## src/rtl/sng_ram.sv

```systemverilog
// ----------------------------------------------------------------------------
// sng_ram: generic single-port-write, single-port-read RAM
// One write and one registered read per cycle.
// ----------------------------------------------------------------------------
module sng_ram #(
   parameter int Width = 8,
   parameter int Depth = 16
) (
   input  logic                     clock,
   input  logic                     wr_en,
   input  logic [$clog2(Depth)-1:0] wr_addr,
   input  logic [Width-1:0]         wr_data,
   input  logic                     rd_en,
   input  logic [$clog2(Depth)-1:0] rd_addr,
   output logic [Width-1:0]         rd_data
);

   logic [Width-1:0] mem_ff [Depth];
   logic [Width-1:0] rd_data_ff;

   always_ff @(posedge clock) begin
      if (wr_en) begin
         mem_ff[wr_addr] <= wr_data;
      end
      if (rd_en) begin
         rd_data_ff <= mem_ff[rd_addr];
      end
   end

   assign rd_data = rd_data_ff;

endmodule

```

## config.mk

```make
export PLATFORM = sky130hd
export DESIGN_NAME = sng_ram
export DESIGN_NICKNAME = d
export VERILOG_FILES = /design/src/rtl/sng_ram.sv
export SDC_FILE = /design/constraint.sdc
export NUM_CORES = 1
export LEC_CHECK = 0
export ABC_AREA = 1
export BUFFER_PORTS_ARGS = -buffer_cell sky130_fd_sc_hd__buf_2
export CAP_MARGIN = 20
export CORE_MARGIN = 4
export CORE_UTILIZATION = 55
export CTS_BUF_LIST = sky130_fd_sc_hd__clkbuf_8
export CTS_CLUSTER_SIZE = 24
export DETAILED_ROUTE_END_ITERATION = 10
export HOLD_SLACK_MARGIN = 0.12
export PLACE_DENSITY = 0.8
export SYNTH_ARGS = -nofsm -noshare
export SYNTH_HDL_FRONTEND = slang
export SYNTH_SLANG_ARGS = --single-unit
export TNS_END_PERCENT = 10
```

## constraint.sdc

```tcl
create_clock -name clock -period 1.1 [get_ports clock]
set_input_delay 0.11 -clock clock [delete_from_list [all_inputs] [get_ports clock]]
set_output_delay 0.11 -clock clock [all_outputs]
set_load 0.01 [all_outputs]
```

Word level (Yosys, flattened, before mapping). Memories as Yosys holds them, arrays and structs flattened. A register that Yosys moved wholly into a read port is not among the register bits. Cells that the tools add are included. Widths: inputs -> output; s select.

Bits in registers: 0. Bits in writable memories: 128. Bits of input ports: 19. Output and inout bits: 8. Logic and storage cells: 3. Memories: 1.

Muxes and demuxes: 2.

Memories: mem_ff (depth 16, bits a word 8, rd ports 1, clocked after Yosys merged registers in 1, write ports 1, line 18) `logic [Width-1:0] mem_ff [Depth];`.

Operators with widths (count): $mux 1 (2).

Longest topological paths before layout.
Depth after elaboration: 2. Depth in mapped cells: 8. Mapped depth without buffers: 7.

Worst setup path after synthesis. Ideal clock, no wire load.

Path type: in2reg. Start: input wr_addr[3]. End: memory mem_ff[4][0] (enable). Setup time: 0.370 ns. Arrival time: 0.691 ns. Required time: 0.730 ns. Setup slack: 0.039 ns. Stages: 2. Path buffers: 0. Cells stage by stage: nand3b_1 > nor2_1.

RTL lines: start: declaration (line 11) `input logic [$clog2(Depth)-1:0] wr_addr,`; end: declaration (line 18).

No word-level cell before the write port.

Worst setup path after layout.
Start: register rd_data_ff[0], in the netlist rd_data[0], read port of mem_ff. End: output rd_data[0].

RTL lines: start: declaration (line 19) `logic [Width-1:0] rd_data_ff;`; end: declaration (line 15) `output logic [Width-1:0] rd_data`.

No word-level cell between the ends.

==> out/qor.yml <==
r2r_start: "mem_ff[15][2]"
area_growth_pct: 19.41
pre_cts_ws_ps: -234.1
drcViolationCount: 0
synth_fp_nets: 570
hold_class: "in2reg"
die_h_um: 111.1
avgRoutedWirePerCell_um: 17.33
clk_pin_slew_ps: 70
cpLargestDelayFamily: "flip-flops"
met3WireLength_um: 893
start_kind: "flop"
seq_power_share: 0.530
drive_above_1_share: 0.1900
setup_violations: 3
grt_setup_unrepaired: "true"
cts_max_path_buffers: 2
clkPwrFrac: 0.393
status: "finished, violations left"
cp_cell_sequence: "buf_2"
clock-sinks: 136
reg2reg_depth: 6
dr.max_layer_used: "met4"
yosysUniqueCellTypes: 11
clk_latency_ps: 420
port_buffers: 26
setup_tns_ps: -28.14
cap_violations: 0
place_congestion: 0.8930
cp.arrival_ps: 1010
slew-limit-headroom: 0.7300
drt_iter0_markers: 316
rr_endpoint: "rd_data[2]"
crit_type: "reg2out"
stdcell_area_um2: 6982
worstHoldStart: "rd_addr[3]"
skew_ps: 9.154
antenna_cells: 0
avgSynthCellArea_um2: 10.61
finalCriticalPeriod_ps: 1116
power_density_nw_per_um2: 1586
grt_overflow: 0
num_vias: 4013
core_region_area_um2: 10320
post-route-util: 0.6763
die-area_um2: 12340
grt_pass1_vias: 3918
dpl_cell_area_um2: 6279
irDropWorstVdd_mv: 0.9947
wl_met1_um: 5260
grt_pass1_wl_um: 20420
fin_crit_sh: 1.015
slowest_delay_ps: 420
gr-usage-all-layers: 0.2172
swShare: 0.2089
start_util: 0.5664
nets: 628
critPathBufInv: 1
yosys_warnings: 0
cts_buffers: 17
min_to: "rd_data[2]"
grt_max_degree: 33
hold_viol: 0
leakagePower_nw: 3.043
violations: "setup timing"
cp.required_ps: 990
internal-power_w: 0.008759
die_x_um: 111.1
antenna_found_initial: 0
hold_depth: 3
combPwrFrac: 0.077
postCtsSetupBuffers: 0
r2r_slack_ps: 0
synth_cells: 551
fmax_mhz: 896.0
ios: 27
cts_tree: "done"
wl_met2_um: 6678
syn-cell-area_um2: 5847
p_total_w: 0.01107
drv_slew: 0
end_kind: "primary output"
worst-slew-pin-transition_ps: 404.6
root_buffer: "clkbuf_8"
ys_ff_latch: 136
cp_slowest_cell: "edfxtp_1"
via_per_inst: 5.301
h-tree-depth: 4
synth_seq_area_share: 0.6985
rows: 37
firstDrtPassIters: 4
hpwl_um: 7947
path_max_fanout: 1
setup_ws_ps: -16.03
wirelength_um: 13120
p_sw_w: 0.002313
antenna_left: 0
## worst max-delay path by stage
stage | slack (ps) | start | end | cells past startpoint
6_report | -20 | rd_data[0] | rd_data[0] | 1
5_1_grt | -80 | mem_ff[15][2] | rd_data[2] | 6
4_1_cts | -30 | rd_data[4] | rd_data[4] | 1
3_5_place_dp | -230 | rd_addr[0] | rd_data[5] | 8
3_3_place_gp | -210 | rd_addr[0] | rd_data[5] | 8
2_1_floorplan | 40 | wr_addr[3] | mem_ff[4][0] | 2
## final cells by class
type                            count  area [um^2]
Clock buffer                       17        234.0
Clock inverter                     14        191.4
Multi-Input combinational cell    289         1401
Fill cell                         729         3342
Tap cell                          136        170.2
Sequential cell                   136         4084
Timing Repair Buffer               63        518.0
Inverter                          102        382.9
## metal layers
| metal | up-vias | track usage |
|---|---|---|
| met2 | 181 | 0.3718 |
| met3 | 22 | 0.05022 |
| met5 | - | 0 |
| li1 | 1892 | - |
| met1 | 1918 | 0.2759 |
| met4 | 0 | 0.06813 |
## per-stage QoR
stage / cells / hold slack [ps]
floorplan: 551 / 208.9
global placement: 717 / 491.6
detailed placement: 717 / 492.6
CTS: 757 / 156.1
global route: 757 / 189.6
finish: 757 / 192.0
## cells by family (layout without fill, tap and decap cells)
logic type,count (synthesis),in the layout,share of synthesized area
AND/OR/NAND/NOR,289,289,0.2076
buffers and inverters,126,196,0.09394
flip-flops,136,136,0.6985
## Yosys cell counts (all sizes together)
cell type	instances	area, um^2
buf	24	166.4
inv	102	382.9
nor2	17	63.81
nand2	173	649.4
nand3	97	485.5
edfxtp	136	4084
nand3b	2	15.01
## state kept, by name, indices dropped and copies added, names as in the netlist
signal,flops
mem_ff,128
rd_data,8
## power groups by stage
stage / Sequential, W / Clock [W] / Combinational [W]
4_1_cts: 0.00587 / 0.00440 / 0.000800
5_1_grt: 0.00587 / 0.00465 / 0.000930
3_3_place_gp: 0.00598 / 0 / 0.000727
3_5_place_dp: 0.00598 / 0 / 0.000747
6_report: 0.00587 / 0.00435 / 0.000851
2_1_floorplan: 0.00599 / 0 / 0.000409
## layout by cell type (no fill, tap or decap)
cell type      instances
nand2_1              172
edfxtp_1             136
inv_1                102
nand3_1               63
nand3_2               32
buf_2                 26
buf_4                 21
nor2_1                17
clkbuf_8              17
dlygate4sd3_1          9
buf_12                 7
bufinv_16              5
inv_2                  4
nand3_4                2
nand3b_1               2
clkinv_1               2
clkinv_2               2
nand2_2                1
clkinv_4               1
## timing repair
item | in CTS | in global routing
endpoints found under the hold margin | 136 | 0
setup endpoints to repair | 10 | 13
gates resized for setup | 13 | 26
hold buffers | 9 | 0
pin swaps | 2 | 20
No activity file was read; power rests on OpenSTA's default activity.
