## src/rtl/sng_pkg.sv

```systemverilog
// ----------------------------------------------------------------------------
// sng_pkg: shared types and constants for the spectral noise gain engine
// Field widths, register codes, reset values and the per-bin state row.
// ----------------------------------------------------------------------------
package sng_pkg;

   localparam int NumBinsDefault = 257;
   localparam int IndexWidth     = 9;
   localparam int SampleWidth    = 24;
   localparam int GainWidth      = 16;
   localparam int PowerWidth     = 48;
   localparam int PeriodWidth    = 12;
   localparam int CsrIndexWidth  = 3;
   localparam int CsrDataWidth   = 16;
   localparam int AccWidth       = 66;
   localparam int QueueDepth     = 2;

   localparam logic [PowerWidth-1:0]  PowerOne = 48'h4000_0000_0000;
   localparam logic [PowerWidth-1:0]  PowerEps = 48'd70;
   localparam logic [PowerWidth-1:0]  PowerMax = 48'hFFFF_FFFF_FFFF;
   localparam logic [GainWidth-1:0]   PowerSmoothingReset = 16'd55706;
   localparam logic [GainWidth-1:0]   NoiseBiasReset      = 16'd6554;
   localparam logic [GainWidth-1:0]   PriorSmoothingReset = 16'd64225;
   localparam logic [GainWidth-1:0]   GainFloorReset      = 16'd5243;
   localparam logic [PeriodWidth-1:0] TrackerPeriodReset  = 12'd240;

   typedef enum logic [CsrIndexWidth-1:0] {
      CSR_POWER_SMOOTHING = 3'd0,
      CSR_NOISE_BIAS      = 3'd1,
      CSR_PRIOR_SMOOTHING = 3'd2,
      CSR_GAIN_FLOOR      = 3'd3,
      CSR_TRACKER_PERIOD  = 3'd4
   } csr_index_type;

   typedef struct packed {
      logic [GainWidth-1:0] power_smoothing;
      logic [GainWidth-1:0] noise_bias;
      logic [GainWidth-1:0] prior_smoothing;
      logic [GainWidth-1:0] gain_floor;
   } cfg_type;

   typedef struct packed {
      logic [IndexWidth-1:0]         index;
      logic signed [SampleWidth-1:0] re;
      logic signed [SampleWidth-1:0] im;
      logic                          in_range;
      logic                          swap;
   } item_type;

   typedef struct packed {
      logic [PowerWidth-1:0]  smoothed;
      logic [PowerWidth-1:0]  running_min;
      logic [PowerWidth-1:0]  spare_min;
      logic [PowerWidth-1:0]  noise;
      logic [SampleWidth-1:0] clean;
   } row_type;

   // magnitude of a two's complement sample; the most negative code maps to 2^23
   function automatic logic [SampleWidth-1:0] mag24(input logic [SampleWidth-1:0] v);
      logic [SampleWidth-1:0] m;
      m = v[SampleWidth-1] ? (SampleWidth'(0) - v) : v;
      return m;
   endfunction

endpackage

```

## src/rtl/sng_fifo.sv

```systemverilog
// ----------------------------------------------------------------------------
// sng_fifo: short item queue between front and back
// Register-based FIFO that lets each side stall on its own.
// ----------------------------------------------------------------------------
module sng_fifo (
   input  logic              clock,
   input  logic              reset,
   input  logic              push_valid,
   output logic              push_ready,
   input  sng_pkg::item_type push_item,
   output logic              pop_valid,
   input  logic              pop,
   output sng_pkg::item_type pop_item
);

   localparam int PtrWidth = $clog2(sng_pkg::QueueDepth);

   sng_pkg::item_type      entry_ff [sng_pkg::QueueDepth];
   logic [PtrWidth-1:0]    wr_ptr_ff;
   logic [PtrWidth-1:0]    rd_ptr_ff;
   logic [PtrWidth:0]      count_ff;
   logic                   do_push;
   logic                   do_pop;

   assign push_ready = (count_ff != (PtrWidth+1)'(sng_pkg::QueueDepth));
   assign pop_valid  = (count_ff != '0);
   assign pop_item   = entry_ff[rd_ptr_ff];
   assign do_push    = push_valid && push_ready;
   assign do_pop     = pop && pop_valid;

   always_ff @(posedge clock) begin
      if (reset) begin
         wr_ptr_ff <= '0;
         rd_ptr_ff <= '0;
         count_ff  <= '0;
      end else begin
         if (do_push) begin
            entry_ff[wr_ptr_ff] <= push_item;
            wr_ptr_ff <= (wr_ptr_ff == PtrWidth'(sng_pkg::QueueDepth-1)) ? '0 : wr_ptr_ff + 1'b1;
         end
         if (do_pop) begin
            rd_ptr_ff <= (rd_ptr_ff == PtrWidth'(sng_pkg::QueueDepth-1)) ? '0 : rd_ptr_ff + 1'b1;
         end
         if (do_push && !do_pop) begin
            count_ff <= count_ff + 1'b1;
         end else if (do_pop && !do_push) begin
            count_ff <= count_ff - 1'b1;
         end
      end
   end

endmodule

```

## config.mk

```make
export PLATFORM = sky130hd
export DESIGN_NAME = sng_fifo
export DESIGN_NICKNAME = d
export VERILOG_FILES = /design/src/rtl/sng_pkg.sv /design/src/rtl/sng_fifo.sv
export SDC_FILE = /design/constraint.sdc
export NUM_CORES = 1
export LEC_CHECK = 0
export ABC_CLOCK_PERIOD_IN_PS = 7100
export BUFFER_PORTS_ARGS = -buffer_cell sky130_fd_sc_hd__buf_2
export CAP_MARGIN = 20
export CORE_UTILIZATION = 42
export CTS_CLUSTER_DIAMETER = 40
export DETAILED_ROUTE_END_ITERATION = 8
export GPL_ROUTABILITY_DRIVEN = 0
export PLACE_DENSITY = 0.7
export SYNTH_ARGS = -nofsm -noshare
export SYNTH_HDL_FRONTEND = slang
export SYNTH_SLANG_ARGS = --single-unit
export TNS_END_PERCENT = 20
```

## constraint.sdc

```tcl
create_clock -name clock -period 7.1 [get_ports clock]
set_input_delay 1.42 -clock clock [delete_from_list [all_inputs] [get_ports clock]]
set_output_delay 1.42 -clock clock [all_outputs]
set_load 0.02 [all_outputs]
```

# Yosys cells after proc, flatten, opt, wreduce, memory -nomap -nowiden
# Memories as Yosys holds them, arrays and structs flattened. A register that Yosys moved wholly into a read port is not among the register bits.
# Index checks and enable logic that the tools add are counted.
# classes
add_sub_neg	4
eq_ne	1
n_mux	9
n_reduce_logical	8
# ops
operator	count
$mux W1	7
$logic_and A1 B1 Y1	4
$mux W2	2
$reduce_bool A2 Y1	2
$add A1 B1 Y1 const B	2
$add A2 B1 Y2 const B	1
$logic_not A1 Y1	2
$ne A2 B2 Y1 const B	1
$sub A2 B1 Y2 const B	1
# totals
register_bits	4
ramBits	118
in_bits	63
out_inout_bits	61
word_cells	26
n_memories	1
# memory_table
memory	depth	word_bits	read_ports	rd_clocked_by_memory_dff	write_ports	line_no	text
entry_ff	2	59	1	1	1	sng_fifo.sv:18	sng_pkg::item_type entry_ff [sng_pkg::QueueDepth];

# Depth between registers and ports, before layout
# depth
ltp_word	6
depth_mapped	8
ltp_nobuf	8

# Worst setup path after synthesis
# No wires, ideal clock.
# synth_timing
path_kind	input to register
from	input port push_valid
to	memory entry_ff[1][0] (netlist bit), enable pin
setup_time_ns	0.562
arrival_ns	5.818
required_ns	6.538
path_slack_ns	0.720
stages	2
path_buffers	0
path_cell_list	nand2_1 -> nor3b_1
# synth_via
elab_chain_cells	4
# synth_rtl
item	line_no	text
from (decl)	sng_fifo.sv:8	input logic push_valid,
$logic_and A1 B1 Y1	sng_fifo.sv:28	assign do_push = push_valid && push_ready;
$mux W1	sng_fifo.sv:37	if (do_push) begin
$mux W1	sng_fifo.sv:32	if (reset) begin
$mux W1 (not written as such)	sng_fifo.sv:38	entry_ff[wr_ptr_ff] <= push_item;
to (decl)	sng_fifo.sv:18	
# No other way between the ends.

==> results.md <==
- Mapped cell area: between 4000 and 5000 um^2
- P per Cell Area: 362 nW/um^2
- Ys Warns: 0
- Hold WS: between 0.5 and 0.6 ns
- Drt via density: 4.72
- Area of the multi-input gates: a little over 800 um^2
- Maximum clock frequency: 0.289 GHz
- Diode count: 0
- Top cells by area, synth: edfxtp_1 78%, mux2_2 12%, mux2_4 3.3%, dfxtp_1 2.2%, xor2_1 0.58%
- Filler Cell Count: 860
- Final Hold Fails: 0
- Die area: 11,200 um^2
- Leading cell type in the layout, fill and taps excluded: buf_2
- Post-Synth XOR/XNOR Area: 0.00581
- Clk root buf: clkbuf_8
- Post-Synth Simple-Gate Area: 0.0116
- Synth Area in Compound Gates: 0.00554
- Final Slew Violations: 0
- Total power: 0.00210 W
- Post-synth top area cell: edfxtp_1
- Outcome: complete, no violations
- Crit-path max cell delay: 0.87 ns
- Dpl hpwl: 4.73 mm
- Gr usage total: 0.145
- First-pass GRT wire length: 11.8 mm
- Initial DRC Count: 92
- Num Clock Sinks: 123
- Setup TNS: 0 ns
- Post-CTS Setup Inserts: 0
- Mux cell area share after synthesis: 0.155
- Slowest cell on crit path: dfxtp_4
- Core Region: 10,400 um^2
- Avg Cell Area, Syn: 21.4 um^2
- Critical-path maximum fanout: 59
- RSZ-0062 raised after global routing: false
- Pin count of the biggest net entering global routing: 60
- Cts hold-fix bufs: 0
- Clock Latency Late Sink: 0.50 ns
- R2R Setup Slk: 5.18 ns
- Worst vdd ir: 201 uV
- Wire per inst: around 15 um
- Initial Util: 0.436
- Final WL: 7.58 mm
- Max_cap viols: 0
- Worst path cell trace: mux2_2, buf_2
- Worst EP required: 5.68 ns
- Adder-Cell Fraction of Synth Area: 0.00277
- Vias: between 2,000 and 2,500
- Critical Path Sink Type: primary output
- Placed cells: 466
- Vias in the first global route: 2,509
- Largest family of logic cells by synthesized area: multiplexers
- CTS clk-pin slew, worst paths: 0.05 ns
- Number of setup violations in the final report: 0
- CP startpoint kind: flop
- Number of non-filler instances in the completed layout: roughly 500
- Remaining antenna violation count after routing: 0
- CTS tree: yes
- Max-slew headroom: 0.423
- Clock buffer depth: 2
- Share of cells above drive strength 1: 0.599
- Post-synthesis sequential area ratio: 0.806
- DRC Markers: 0
- Remaining Overflow, GRT: 0
- Yosys reg bits: roughly 120
- Post-Syn Nets: roughly 280
- Clock Skew: 0.00447 ns
- Hold WC Path Type: reg -> reg
- Pre-antenna DRT Iters: 4
- Lkg Pwr: 2.18 nW
- Final worst path period share: 0.488
- Initial antenna violation count: 0
- Register area: 3650 um^2
- # port buffers: 123
- Area Overhead vs Synth: 28.8%
- Synth unique cells: 19
- Post-layout minimum cycle time: 3.47 ns
- Rows: 37
- IO Pins: roughly 120
- Die width: roughly 110 um
- Nets: 413
- PostCTS Resize Cnt: 0
- Worst Max-Slew Pin Slew: 0.865 ns
- Final core utilization: 0.561
- Worst Path Arrival: 2.05 ns
- Die Ht: between 100 and 150 um
- TritonCTS buffer count: 17
- H-tree depth: 4
- CP top delay family: flip-flops
- Post-synth top area share: 0.784
- Most frequent cells in the layout: 123 x buf_2, 118 x edfxtp_1, 49 x mux2_2
- Critical path class: reg -> out
- WP buf/inv: 1
- Cell count after synthesis: approximately 210
final cells by class:
cell class,instances,area share
multi-input cells,78,0.142
clock buffers,19,0.0724
flip-flops and latches,123,0.627
inverters,3,0.00193
clock inverters,13,0.0178
well taps,136,0.0292
repair buffers,126,0.110
flip-flops by register name, indices dropped and copies added (netlist names), named ones only:
register	cells
rd_ptr_ff	1
entry_ff	118
count_ff	2
wr_ptr_ff	1
through the flow:
| step | setup slack (ns) | cell area, um^2 |
|---|---|---|
| after floorplan | 0.720 | 4520 |
| after global placement | 4.12 | 5300 |
| after detailed placement | 4.13 | 5300 |
| after CTS | 3.58 | 5820 |
| after global routing | 3.53 | 5820 |
| final | 3.63 | 5820 |
cells by family after synthesis:
family,count (synthesis)
buffers and inverters,10
XOR/XNOR,3
flip-flops,123
AND/OR/NAND/NOR,10
AO/OA/AOI/OAI,5
multiplexers,59
adder cells (fa/ha/maj),1
worst paths after layout:
kind         cells after the start                         to                     start
max                              2               pop_item[52]                      flop
min                              2     wr_ptr_ff$_SDFFE_PP0P_    wr_ptr_ff$_SDFFE_PP0P_
max reg2reg                      5  entry_ff[0][54]$_DFFE_PP_  count_ff[0]$_SDFFE_PP0P_
min reg2reg                      2     wr_ptr_ff$_SDFFE_PP0P_    wr_ptr_ff$_SDFFE_PP0P_
synthesized netlist by cell type:
library cell  instances
edfxtp_1            118
mux2_2               49
mux2_4               10
dfxtp_1               5
buf_2                 4
inv_1                 3
nor2_1                3
o21ai_0               3
xor2_1                3
a21oi_1               2
buf_6                 2
or3_1                 2
clkbuf_2              1
ha_1                  1
nand2_1               1
nor2b_1               1
nor3_1                1
nor3b_1               1
or2_2                 1
metal layers:
layer | track usage | vias to the layer above | part of all wire
li1 | - | 1105 | -
met1 | 0.157 | 1147 | 0.39
met2 | 0.249 | 86 | 0.52
met3 | 0.0563 | 13 | 0.069
met4 | 0.0685 | 0 | 0.016
met5 | 0 | - | 0
report_power, final:
part	switching, W	internal (W)	total, W
Combinational	0.000228	0.000199	0.000428
Clock	0.000290	0.000457	0.000747
Sequential	0.0000653	0.000864	0.000929
Total	0.000584	0.00152	0.00210
worst register-to-register path, stage by stage (launching register included):
cell	delay (ns)
dfxtp_1	0.41
nor2b_1	0.09
inv_1	0.10
nand2_1	0.12
nor3_2	0.11
buf_4	0.67
Power figures use the tool's default switching activity.
