===== src/rtl/sng_pkg.sv =====
// ----------------------------------------------------------------------------
// sng_pkg: shared types and constants for the spectral noise gain engine
// Field widths, register codes, reset values and the per-bin state row.
// ----------------------------------------------------------------------------
package sng_pkg;

   localparam int NumBinsDefault = 257;
   localparam int IndexWidth     = 9;
   localparam int SampleWidth    = 24;
   localparam int GainWidth      = 16;
   localparam int PowerWidth     = 48;
   localparam int PeriodWidth    = 12;
   localparam int CsrIndexWidth  = 3;
   localparam int CsrDataWidth   = 16;
   localparam int AccWidth       = 66;
   localparam int QueueDepth     = 2;

   localparam logic [PowerWidth-1:0]  PowerOne = 48'h4000_0000_0000;
   localparam logic [PowerWidth-1:0]  PowerEps = 48'd70;
   localparam logic [PowerWidth-1:0]  PowerMax = 48'hFFFF_FFFF_FFFF;
   localparam logic [GainWidth-1:0]   PowerSmoothingReset = 16'd55706;
   localparam logic [GainWidth-1:0]   NoiseBiasReset      = 16'd6554;
   localparam logic [GainWidth-1:0]   PriorSmoothingReset = 16'd64225;
   localparam logic [GainWidth-1:0]   GainFloorReset      = 16'd5243;
   localparam logic [PeriodWidth-1:0] TrackerPeriodReset  = 12'd240;

   typedef enum logic [CsrIndexWidth-1:0] {
      CSR_POWER_SMOOTHING = 3'd0,
      CSR_NOISE_BIAS      = 3'd1,
      CSR_PRIOR_SMOOTHING = 3'd2,
      CSR_GAIN_FLOOR      = 3'd3,
      CSR_TRACKER_PERIOD  = 3'd4
   } csr_index_type;

   typedef struct packed {
      logic [GainWidth-1:0] power_smoothing;
      logic [GainWidth-1:0] noise_bias;
      logic [GainWidth-1:0] prior_smoothing;
      logic [GainWidth-1:0] gain_floor;
   } cfg_type;

   typedef struct packed {
      logic [IndexWidth-1:0]         index;
      logic signed [SampleWidth-1:0] re;
      logic signed [SampleWidth-1:0] im;
      logic                          in_range;
      logic                          swap;
   } item_type;

   typedef struct packed {
      logic [PowerWidth-1:0]  smoothed;
      logic [PowerWidth-1:0]  running_min;
      logic [PowerWidth-1:0]  spare_min;
      logic [PowerWidth-1:0]  noise;
      logic [SampleWidth-1:0] clean;
   } row_type;

   // magnitude of a two's complement sample; the most negative code maps to 2^23
   function automatic logic [SampleWidth-1:0] mag24(input logic [SampleWidth-1:0] v);
      logic [SampleWidth-1:0] m;
      m = v[SampleWidth-1] ? (SampleWidth'(0) - v) : v;
      return m;
   endfunction

endpackage


===== src/rtl/sng_front.sv =====
// ----------------------------------------------------------------------------
// sng_front: input acceptance, bin classification and frame counting
// Holds the control registers, checks the bin range and decides per frame
// whether the minimum trackers swap.
// ----------------------------------------------------------------------------
module sng_front #(
   parameter int NumBins = sng_pkg::NumBinsDefault
) (
   input  logic                                clock,
   input  logic                                reset,
   input  logic                                req_valid,
   output logic                                req_ready,
   input  logic [sng_pkg::IndexWidth-1:0]      req_bin_index,
   input  logic signed [sng_pkg::SampleWidth-1:0] req_bin_real,
   input  logic signed [sng_pkg::SampleWidth-1:0] req_bin_imag,
   input  logic                                csr_valid,
   output logic                                csr_ready,
   input  logic [sng_pkg::CsrIndexWidth-1:0]   csr_index,
   input  logic [sng_pkg::CsrDataWidth-1:0]    csr_data,
   input  logic                                clear_busy,
   output sng_pkg::cfg_type                    cfg,
   output logic                                push_valid,
   input  logic                                push_ready,
   output sng_pkg::item_type                   push_item
);

   sng_pkg::cfg_type                    cfg_ff;
   logic [sng_pkg::PeriodWidth-1:0]     period_ff;
   logic [sng_pkg::PeriodWidth-1:0]     countdown_ff;
   logic                                swap_ff;
   logic                                accept;
   logic                                in_range;
   logic                                frame_start;
   logic                                swap_next;

   assign csr_ready   = 1'b1;
   assign cfg         = cfg_ff;
   assign push_valid  = req_valid && !clear_busy;
   assign req_ready   = push_ready && !clear_busy;
   assign accept      = req_valid && req_ready;
   assign in_range    = (32'(req_bin_index) < NumBins);
   assign frame_start = in_range && (req_bin_index == '0);
   assign swap_next   = (countdown_ff <= sng_pkg::PeriodWidth'(1));

   always_comb begin
      push_item.index    = req_bin_index;
      push_item.re       = req_bin_real;
      push_item.im       = req_bin_imag;
      push_item.in_range = in_range;
      push_item.swap     = frame_start ? swap_next : swap_ff;
   end

   always_ff @(posedge clock) begin
      if (reset) begin
         cfg_ff.power_smoothing <= sng_pkg::PowerSmoothingReset;
         cfg_ff.noise_bias      <= sng_pkg::NoiseBiasReset;
         cfg_ff.prior_smoothing <= sng_pkg::PriorSmoothingReset;
         cfg_ff.gain_floor      <= sng_pkg::GainFloorReset;
         period_ff              <= sng_pkg::TrackerPeriodReset;
         countdown_ff           <= sng_pkg::TrackerPeriodReset;
         swap_ff                <= 1'b0;
      end else begin
         if (csr_valid) begin
            case (sng_pkg::csr_index_type'(csr_index))
               sng_pkg::CSR_POWER_SMOOTHING: cfg_ff.power_smoothing <= csr_data;
               sng_pkg::CSR_NOISE_BIAS:      cfg_ff.noise_bias      <= csr_data;
               sng_pkg::CSR_PRIOR_SMOOTHING: cfg_ff.prior_smoothing <= csr_data;
               sng_pkg::CSR_GAIN_FLOOR:      cfg_ff.gain_floor      <= csr_data;
               sng_pkg::CSR_TRACKER_PERIOD:  period_ff <= csr_data[sng_pkg::PeriodWidth-1:0];
               default: ;
            endcase
         end
         // reload on the last frame of a period, count down otherwise
         if (accept && frame_start) begin
            swap_ff      <= swap_next;
            countdown_ff <= swap_next ? period_ff : countdown_ff - 1'b1;
         end
      end
   end

endmodule


===== config.mk =====
export PLATFORM = sky130hd
export DESIGN_NAME = sng_front
export DESIGN_NICKNAME = d
export VERILOG_FILES = /design/src/rtl/sng_pkg.sv /design/src/rtl/sng_front.sv
export SDC_FILE = /design/constraint.sdc
export NUM_CORES = 1
export LEC_CHECK = 0
export ABC_AREA = 1
export BUFFER_PORTS_ARGS = -buffer_cell sky130_fd_sc_hd__buf_2
export CAP_MARGIN = 20
export CORE_UTILIZATION = 47
export CTS_BUF_LIST = sky130_fd_sc_hd__clkbuf_2 sky130_fd_sc_hd__clkbuf_4 sky130_fd_sc_hd__clkbuf_8
export DETAILED_ROUTE_END_ITERATION = 7
export PLACE_DENSITY_LB_ADDON = 0.08
export SYNTH_ARGS = -nofsm -noshare
export SYNTH_HDL_FRONTEND = slang
export SYNTH_SLANG_ARGS = --single-unit

===== constraint.sdc =====
create_clock -name clock -period 2.1 [get_ports clock]
set_input_delay 0.21 -clock clock [delete_from_list [all_inputs] [get_ports clock]]
set_output_delay 0.21 -clock clock [all_outputs]
set_load 0.01 [all_outputs]

Word-level counts from Yosys, hierarchy flattened:

Cells that the tools add are included.

* bits in registers: 89
* bits in latches: 0
* RAM bits: 0
* bits in read-only memories: 0
* bits of input ports: 82
* logic and storage cells: 29
* memories kept: 0

* $add $sub $neg: 1
* $mul: 0
* div/mod/pow operators: 0
* magnitude comparators: 2
* equal/unequal tests: 4
* shift operators: 0
* muxes and demuxes: 2
* bitwise gates (word level): 0
* reduce and logical (&&, ||, !) cells: 13

Operators with widths (number)
* $le A12 B1 Y1 const B: 1
* $mux W12: 1
* $sub A12 B1 Y12 const B: 1
* $reduce_and A2 Y1: 5
* $logic_not A9 Y1: 1
* $lt A9 B9 Y1 const B: 1
* $eq A3 B2 Y1 const B: 2
* $logic_and A1 B1 Y1: 5
* $eq A3 B1 Y1 const B: 1
* $eq A3 B3 Y1 const B: 1
* $logic_not A3 Y1: 1
* $logic_not A1 Y1: 1
* $mux W1: 1

Longest topological paths before layout:

Gate-level depths: netlist (run 1).

* depth in word-level cells: 4
* mapped depth: 12
* depth with buffers taken out: 11

Worst setup path before layout (run 1):

No wires, ideal clock.

* path kind: reg-to-output
* start point: register countdown_ff[0] in the netlist's numbering
* end point: output port push_item[0] in the netlist's numbering
* arrival: 1.430 ns
* slack: 0.460 ns
* stages on the path, launching flop included: 10
* path buffers: 1
* path through: dfxtp_1 > inv_1 > ha_1 > inv_1 > nand2_1 > nand2_1 > nor2_2 > nand2_2 > buf_6 > o21ai_0

RTL lines
* start: declaration: RTL line sng_front.sv:29 `logic [sng_pkg::PeriodWidth-1:0] countdown_ff;`
* start signal: assignment: RTL line sng_front.sv:60 `countdown_ff <= sng_pkg::TrackerPeriodReset;`
* start signal: assignment: RTL line sng_front.sv:76 `countdown_ff <= swap_next ? period_ff : countdown_ff - 1'b1;`
* end: declaration: RTL line sng_front.sv:24 `output sng_pkg::item_type push_item`

==> results of run 1 <==
## stage by stage
stage,hold WS [ns],cells,worst slack [ns],utilization [%],power (mW)
global route,0.1077,728,0.008587,52.77,3.389
detailed placement,0.4201,712,0.2199,50.33,2.098
global placement,0.4201,712,0.2983,50.33,2.093
finish,0.1224,728,0.1539,52.77,3.260
floorplan,0.3232,568,0.4597,-,2.058
CTS,0.1061,728,0.05612,52.71,3.284
## worst reg2reg max path, delay by kind of cell, from the launching register on
kind            cells  cell delay (ns)
simple gates        6             0.51
buf+inv             4             0.48
flops               1             0.34
fa+ha+maj           1             0.22
compound gates      1             0.10
## cells in the final DEF, fill, tap and decap left out, types with 2 or more instances in the layout
cell          n
nand2_1     115
buf_2       110
nor2_1       98
dfxtp_1      89
nand3_1      45
o21ai_0      44
inv_1        31
a21oi_1      11
clkbuf_8      9
buf_4         7
nor2_4        6
nand3_2       6
inv_2         5
nor2_2        5
o21ai_1       5
nand2_2       4
o211ai_1      4
a21oi_2       4
o21ai_2       4
nor3_1        2
clkinvlp_4    2
## kinds of logic (layout without fill, tap and decap cells)
group | after synthesis | count (layout) | share of synthesized area, %
adders and majority gates | 2 | 2 | 0.5982
xor gates and xnor gates | 2 | 2 | 0.4189
DFF | 89 | 89 | 42.60
and+or+nand+nor | 284 | 284 | 29.79
other | 1 | 1 | 0.08965
buffers and inverters | 118 | 170 | 16.93
AOI/OAI and AO/OA | 72 | 72 | 9.572
## registers in the layout (all words and copies together) (netlist names)
register / cells
cfg: 64
period_ff: 12
swap_ff: 1
countdown_ff: 12
## what timing repair did
item | CTS | global route
endpoints found under the setup margin | 1 | 1
pin swaps | 0 | 1
gates resized for setup | 3 | 2
## routing by layer
layer / vias up / part of all wire (%)
met1: 1681 / 45
met2: 91 / 48
met5: - / 0
li1: 1827 / -
met4: 0 / 1.1
met3: 16 / 5.8
## area by class of cell
cell class / count / area share, %
multi-input cells: 361 / 37.24
clock inverters: 6 / 1.475
flip-flops and latches: 89 / 38.91
well taps: 108 / 2.951
inverters: 36 / 2.951
clock buffers: 10 / 2.869
repair buffers: 118 / 13.61
## power by group through the flow
stage / Combinational [mW] / Sequential [mW] / Clock, mW
floorplan: 0.237 / 1.82 / 0
global placement: 0.295 / 1.80 / 0
detailed placement: 0.298 / 1.80 / 0
CTS: 0.298 / 1.76 / 1.22
global route: 0.331 / 1.77 / 1.29
finish: 0.296 / 1.76 / 1.20
## worst max-delay path by stage
stage	from	slack, ns	to
CTS	countdown_ff[0]$_SDFFE_PP0P_	0.06	push_item[0]
detailed placement	countdown_ff[0]$_SDFFE_PP0P_	0.22	countdown_ff[11]$_SDFFE_PP0P_
floorplan	countdown_ff[0]$_SDFFE_PP0P_	0.46	push_item[0]
global route	countdown_ff[0]$_SDFFE_PP0P_	0.009	push_item[0]
global placement	countdown_ff[0]$_SDFFE_PP0P_	0.30	countdown_ff[10]$_SDFFE_PP0P_
finish	countdown_ff[0]$_SDFFE_PP0P_	0.15	push_item[0]
==> flow_summary_export.csv, run 1 <==
group,metric,value,unit
setup_path,crit_path_start_kind,"flop",
routing,antenna_left,0,
finish,area_growth,9.482,%
finish,num_antenna_cells,0,
power_and_ir_drop,switching_share,25.99,%
floorplan,die_h,96.34,um
worst_hold_path,hold_path_class,"in -> reg",
global_route,groute.layer.met2.usage,38.06,%
routing,routed_wl,10410,um
routing,drc,0,
setup_path,worstSetupEndpointType,"output port",
place,place_congestion,0.8126,
routing,route.vias.total,3615,
routing,viasPerCell,4.966,
sta,rsz0062_at_grt,"no",
setup_path,reg2reg_depth,12,
sta,finalClockSkew,0.009498,ns
sta,fin_crit_sh,92.67,%
global_route,grt_pass1_vias,3248,
yosys,ys_warn_count,0,
clock_network,cts_tree,"built",
status,status,"completed",
global_route,met1_usage,28.77,%
power_and_ir_drop,power_frac_clock,36.9,%
yosys,yosys.cell_count.top_type,"nand2_1",
floorplan,start_util,48.20,%
clock_network,clock_latency,0.35,ns
setup_path,crit_chain,"inv_2, ha_2, inv_1, nand2_1, nand2_1, nor2_4, nand2_4, o21ai_1, buf_2",
setup_path,cp.arrival,1.74,ns
place,hpwl,7267,um
finish,seq_area,1782,um2
yosys,synthDistinctLibCells,28,
floorplan,io_pins,208,
sta,report.final.slew_viol_count,0,
setup_path,slowest_stage,"dfxtp_1",
power_and_ir_drop,power.internal,2.413,mW
routing,wire_per_inst,14.30,um
finish,multi_input_area,1705,um2
worst_hold_path,hold_start,"csr_data[12]",
yosys,synth_largest_area_cell,"dfxtp_1",
yosys,synth_edf_count,0,
worst_hold_path,whs_endpoint,"cfg[60]$_SDFFE_PP1P_",
finish,fill_cells,870,
sta,setup_viol_count_final,0,
worst_hold_path,hold-path-cell-count,3,
power_and_ir_drop,seq_power_share,54.0,%
yosys,syn_nets,652,
global_route,grt_overflow,0,
flow_run,drv_cap,0,
clock_network,cts_made_buffers,9,
setup_path,critPathRequiredTime,1.89,ns
setup_path,path_class,"reg -> out",
sta,clock.fmax,0.5138,GHz
floorplan,row_count,34,
sta,hold_viol_final,0,
power_and_ir_drop,p_per_area,711.8,nW/um2
yosys,syn_inst,568,
power_and_ir_drop,leakage,2.257,nW
clock_network,post_cts_buffers,0,
setup_path,timing.rr.end,"countdown_ff[10]$_SDFFE_PP0P_",
finish,final_area,4579,um2
floorplan,die_width,96.34,um
setup_path,crit_top_cell,"nand2_1",
yosys,ys_seq_area_share,42.60,%
global_route,grt_max_degree,67,
global_route,grt-busiest-layer,"met2",
yosys,synth-main-ff-cell,"dfxtp_1",
clock_network,clockRootBuffer,"clkbuf_8",
global_route,grt.total_usage,23.01,%
power_and_ir_drop,pwr-share-comb,9.1,%
setup_path,cp_slowest_stage_delay,0.34,ns
yosys,synth_commonest_cells,"115 x nand2_1, 98 x nor2_1, 89 x dfxtp_1, 62 x buf_4",
routing,dr.pass1.iters,4,
place,place_area,4368,um2
setup_path,r2r-start,"countdown_ff[0]$_SDFFE_PP0P_",
floorplan,core-area,8678,um2
global_route,antenna_found_initial,0,
setup_path,r2r_slack,0.38,ns
routing,drt_iter0_markers,201,
global_route,grt_first_pass_wirelength,16080,um
yosys,synth_top_cell_area_share,42.60,%
clock_network,clk_path_buf_depth,2,
global_route,grt_use_met3,6.635,%
setup_path,path_max_fanout,12,
place,io_buffers,110,
clock_network,cts_htree_levels,3,
power_and_ir_drop,switchingPower,847.2,uW
yosys,syn_area,4183,um2
yosys,syn_avg_cell_area,7.364,um2
sta,timing.final.crit_period,1.946,ns
floorplan,die_area,9280,um2
sta,finalSetupTns,0,ns
clock_network,cts_sinks,89,
setup_path,cp_top_family,"simple AND/OR/NAND/NOR gates",
finish,drive_above_1_share,27.58,%
clock_network,clkTransAtPathRegs,0.09,ns
finish,nets,699,
setup_path,critPathBufInv,3,
sta,worst_slew_pin_slew,0.5543,ns
yosys,synthTopCellsByArea,"dfxtp_1 43%, buf_4 11%, nand2_1 10%",
clock_network,ctsHoldBuffers,0,
setup_path,cp.depth,9,
yosys,synthArstFlopShare,0,%
power_and_ir_drop,ir_drop,0.4139,mV
yosys,ys_seq_elements,89,
sta,slew_headroom,63.01,%
(Power assumes the default switching activity.)
==> run 2, diff against run 1 <==
--- a/config.mk
+++ b/config.mk
@@ -12,6 +12,7 @@
 export CTS_BUF_LIST = sky130_fd_sc_hd__clkbuf_2 sky130_fd_sc_hd__clkbuf_4 sky130_fd_sc_hd__clkbuf_8
 export DETAILED_ROUTE_END_ITERATION = 7
 export PLACE_DENSITY_LB_ADDON = 0.08
+export SETUP_SLACK_MARGIN = 0.3
 export SYNTH_ARGS = -nofsm -noshare
 export SYNTH_HDL_FRONTEND = slang
 export SYNTH_SLANG_ARGS = --single-unit
==> run 2 against run 1 <==
Against the previous run: core utilization grew 0.91 points; critical path type unchanged; critical endpoint unchanged; power about the same; via count is 0.11% higher; fmax increased by 12%; largest power group unchanged; critical path depth did not move; combinational power about the same; global-route usage grew 0.18 points; register-to-register slack gained 0.03 ns; cell count rose by 0.69%; clock power is essentially flat; die area did not move; non-clock buffer count rose by 5.
==> flow_summary_export.csv, run 2 (same netlist as run 1, synthesis figures left out) <==
group,metric,value,unit
floorplan,core-area,8678,um2
routing,dr_wl_met3,669,um
clock_network,clockRootBuffer,"clkbuf_8",
routing,drc,0,
floorplan,die_area,9280,um2
place,io_buffers,110,
floorplan,row_count,34,
place,dp.cells,712,
clock_network,cts_tree,"built",
setup_path,cp.arrival,1.52,ns
global_route,grt_first_pass_wirelength,16180,um
finish,seq_area,1787,um2
flow_run,drv_cap,0,
place,hpwl,7267,um
worst_hold_path,hold_path_class,"in -> reg",
sta,hold_viol_final,0,
setup_path,reg2reg_depth,13,
global_route,grt_pass1_vias,3260,
global_route,grt_overflow,0,
setup_path,timing.rr.end,"countdown_ff[10]$_SDFFE_PP0P_",
setup_path,r2r-start,"countdown_ff[1]$_SDFFE_PP0P_",
global_route,grt.total_usage,23.19,%
sta,hold_ws,0.1227,ns
sta,report.final.slew_viol_count,0,
worst_hold_path,hold-path-cell-count,3,
clock_network,ctsHoldBuffers,0,
sta,slew_headroom,63.68,%
place,place_congestion,0.8126,
worst_hold_path,whs_endpoint,"cfg[44]$_SDFFE_PP1P_",
routing,dr.pass1.iters,5,
sta,fin_crit_sh,82.42,%
routing,route.vias.total,3619,
finish,drive_above_1_share,29.44,%
clock_network,clock_latency,0.35,ns
setup_path,crit_path_start_kind,"flop",
status,status,"completed",
setup_path,path_max_fanout,3,
setup_path,critPathRequiredTime,1.89,ns
finish,most-common-layout-cells,"113 x nand2_1, 110 x buf_2, 98 x nor2_1",
finish,largest_register_ffs,64,
sta,rsz0062_at_grt,"yes",
routing,wl_met2,5165,um
sta,timing.final.crit_period,1.731,ns
floorplan,die_width,96.34,um
finish,final_area,4658,um2
clock_network,cts_made_buffers,9,
finish,fill_cells,868,
global_route,antenna_found_initial,0,
finish,multi_input_area,1737,um2
sta,worst_slew_pin_slew,0.5442,ns
finish,final_common_cell,"nand2_1",
place,place_area,4368,um2
global_route,grt_max_degree,67,
worst_hold_path,hold_start,"csr_data[12]",
finish,area_growth,11.37,%
routing,antenna_left,0,
routing,drt_iter0_markers,170,
routing,top_layer,"met4",
setup_path,r2r_slack,0.41,ns
power_and_ir_drop,leakage,2.284,nW
sta,clock.fmax,0.5778,GHz
floorplan,start_util,48.20,%
sta,setup_viol_count_final,0,
setup_path,path_class,"reg -> out",
sta,finalClockSkew,0.007103,ns
floorplan,die_h,96.34,um
routing,routed_wl,10540,um
clock_network,cts_sinks,89,
clock_network,clkTransAtPathRegs,0.09,ns
floorplan,io_pins,208,
routing,viasPerCell,4.937,
power_and_ir_drop,ir_drop,0.4136,mV
sta,finalSetupTns,0,ns
routing,drt-met1-wl,4616,um
power_and_ir_drop,p_per_area,699.8,nW/um2
clock_network,clk_path_buf_depth,2,
finish,num_antenna_cells,0,
finish,fin_cells,733,
routing,wire_per_inst,14.38,um
setup_path,worstSetupEndpointType,"output port",
clock_network,cts_htree_levels,3,
finish,nets,704,
[run 2: cell count changes in the layout (fill, tap and decap cells not counted), moves of 2 or more]
cell,delta
inv_4,+2
inv_1,-2
ha_4,+2
dfxtp_1,-2
buf_4,+5
nand2_1,-2
nand2_2,+2
[run 2: worst max-delay path, stage by stage (launching register included)]
cell	delay, ns
dfxtp_2	0.35
inv_4	0.08
ha_4	0.14
inv_2	0.03
nand2_2	0.05
nand2_2	0.06
nor2_4	0.14
nand2_4	0.07
o21ai_2	0.12
buf_2	0.13
[run 2: metal layers]
layer  global-route usage [%]  vias up
met5                        0        -
met4                    7.353        0
met3                    6.635       14
met2                    38.53       99
met1                    28.91     1667
li1                         -     1839
[run 2: timing repair]
item | in CTS | in global routing
setup buffers | 2 | 3
pin swaps | 2 | 5
setup endpoints to repair | 6 | 4
gates resized for setup | 7 | 11
[run 2: how the worst max path moves through the flow]
stage	from	to	slack [ns]	cells after the start
after floorplan	countdown_ff[0]$_SDFFE_PP0P_	push_item[0]	0.46	9
after global placement	countdown_ff[0]$_SDFFE_PP0P_	countdown_ff[10]$_SDFFE_PP0P_	0.30	12
after detailed placement	countdown_ff[0]$_SDFFE_PP0P_	countdown_ff[11]$_SDFFE_PP0P_	0.22	12
after CTS	countdown_ff[0]$_SDFFE_PP0P_	push_item[0]	0.31	9
after global routing	countdown_ff[1]$_SDFFE_PP0P_	push_item[0]	0.28	9
final	countdown_ff[1]$_SDFFE_PP0P_	push_item[0]	0.37	9
[run 2: layout make-up]
class | instances | share of cell area (%)
clock inverters | 6 | 1.450
clock buffers | 10 | 2.820
multi-input cells | 361 | 37.28
inverters | 36 | 3.008
flip-flops and latches | 89 | 38.36
well taps | 108 | 2.901
repair buffers | 123 | 14.18
[run 2: where the power goes]
group	total, mW	leakage [nW]	internal [mW]	switching, mW
clock network	1.20	0.0963	0.568	0.635
registers	1.76	0.725	1.74	0.0239
logic	0.296	1.46	0.107	0.189
[run 2: per-stage QoR]
stage	utilization [%]	worst slack (ns)	power, mW
finish	53.68	0.3692	3.260
global route	53.68	0.2758	3.388
CTS	53.06	0.3118	3.284
detailed placement	50.33	0.2199	2.098
global placement	50.33	0.2983	2.093
floorplan	-	0.4597	2.058
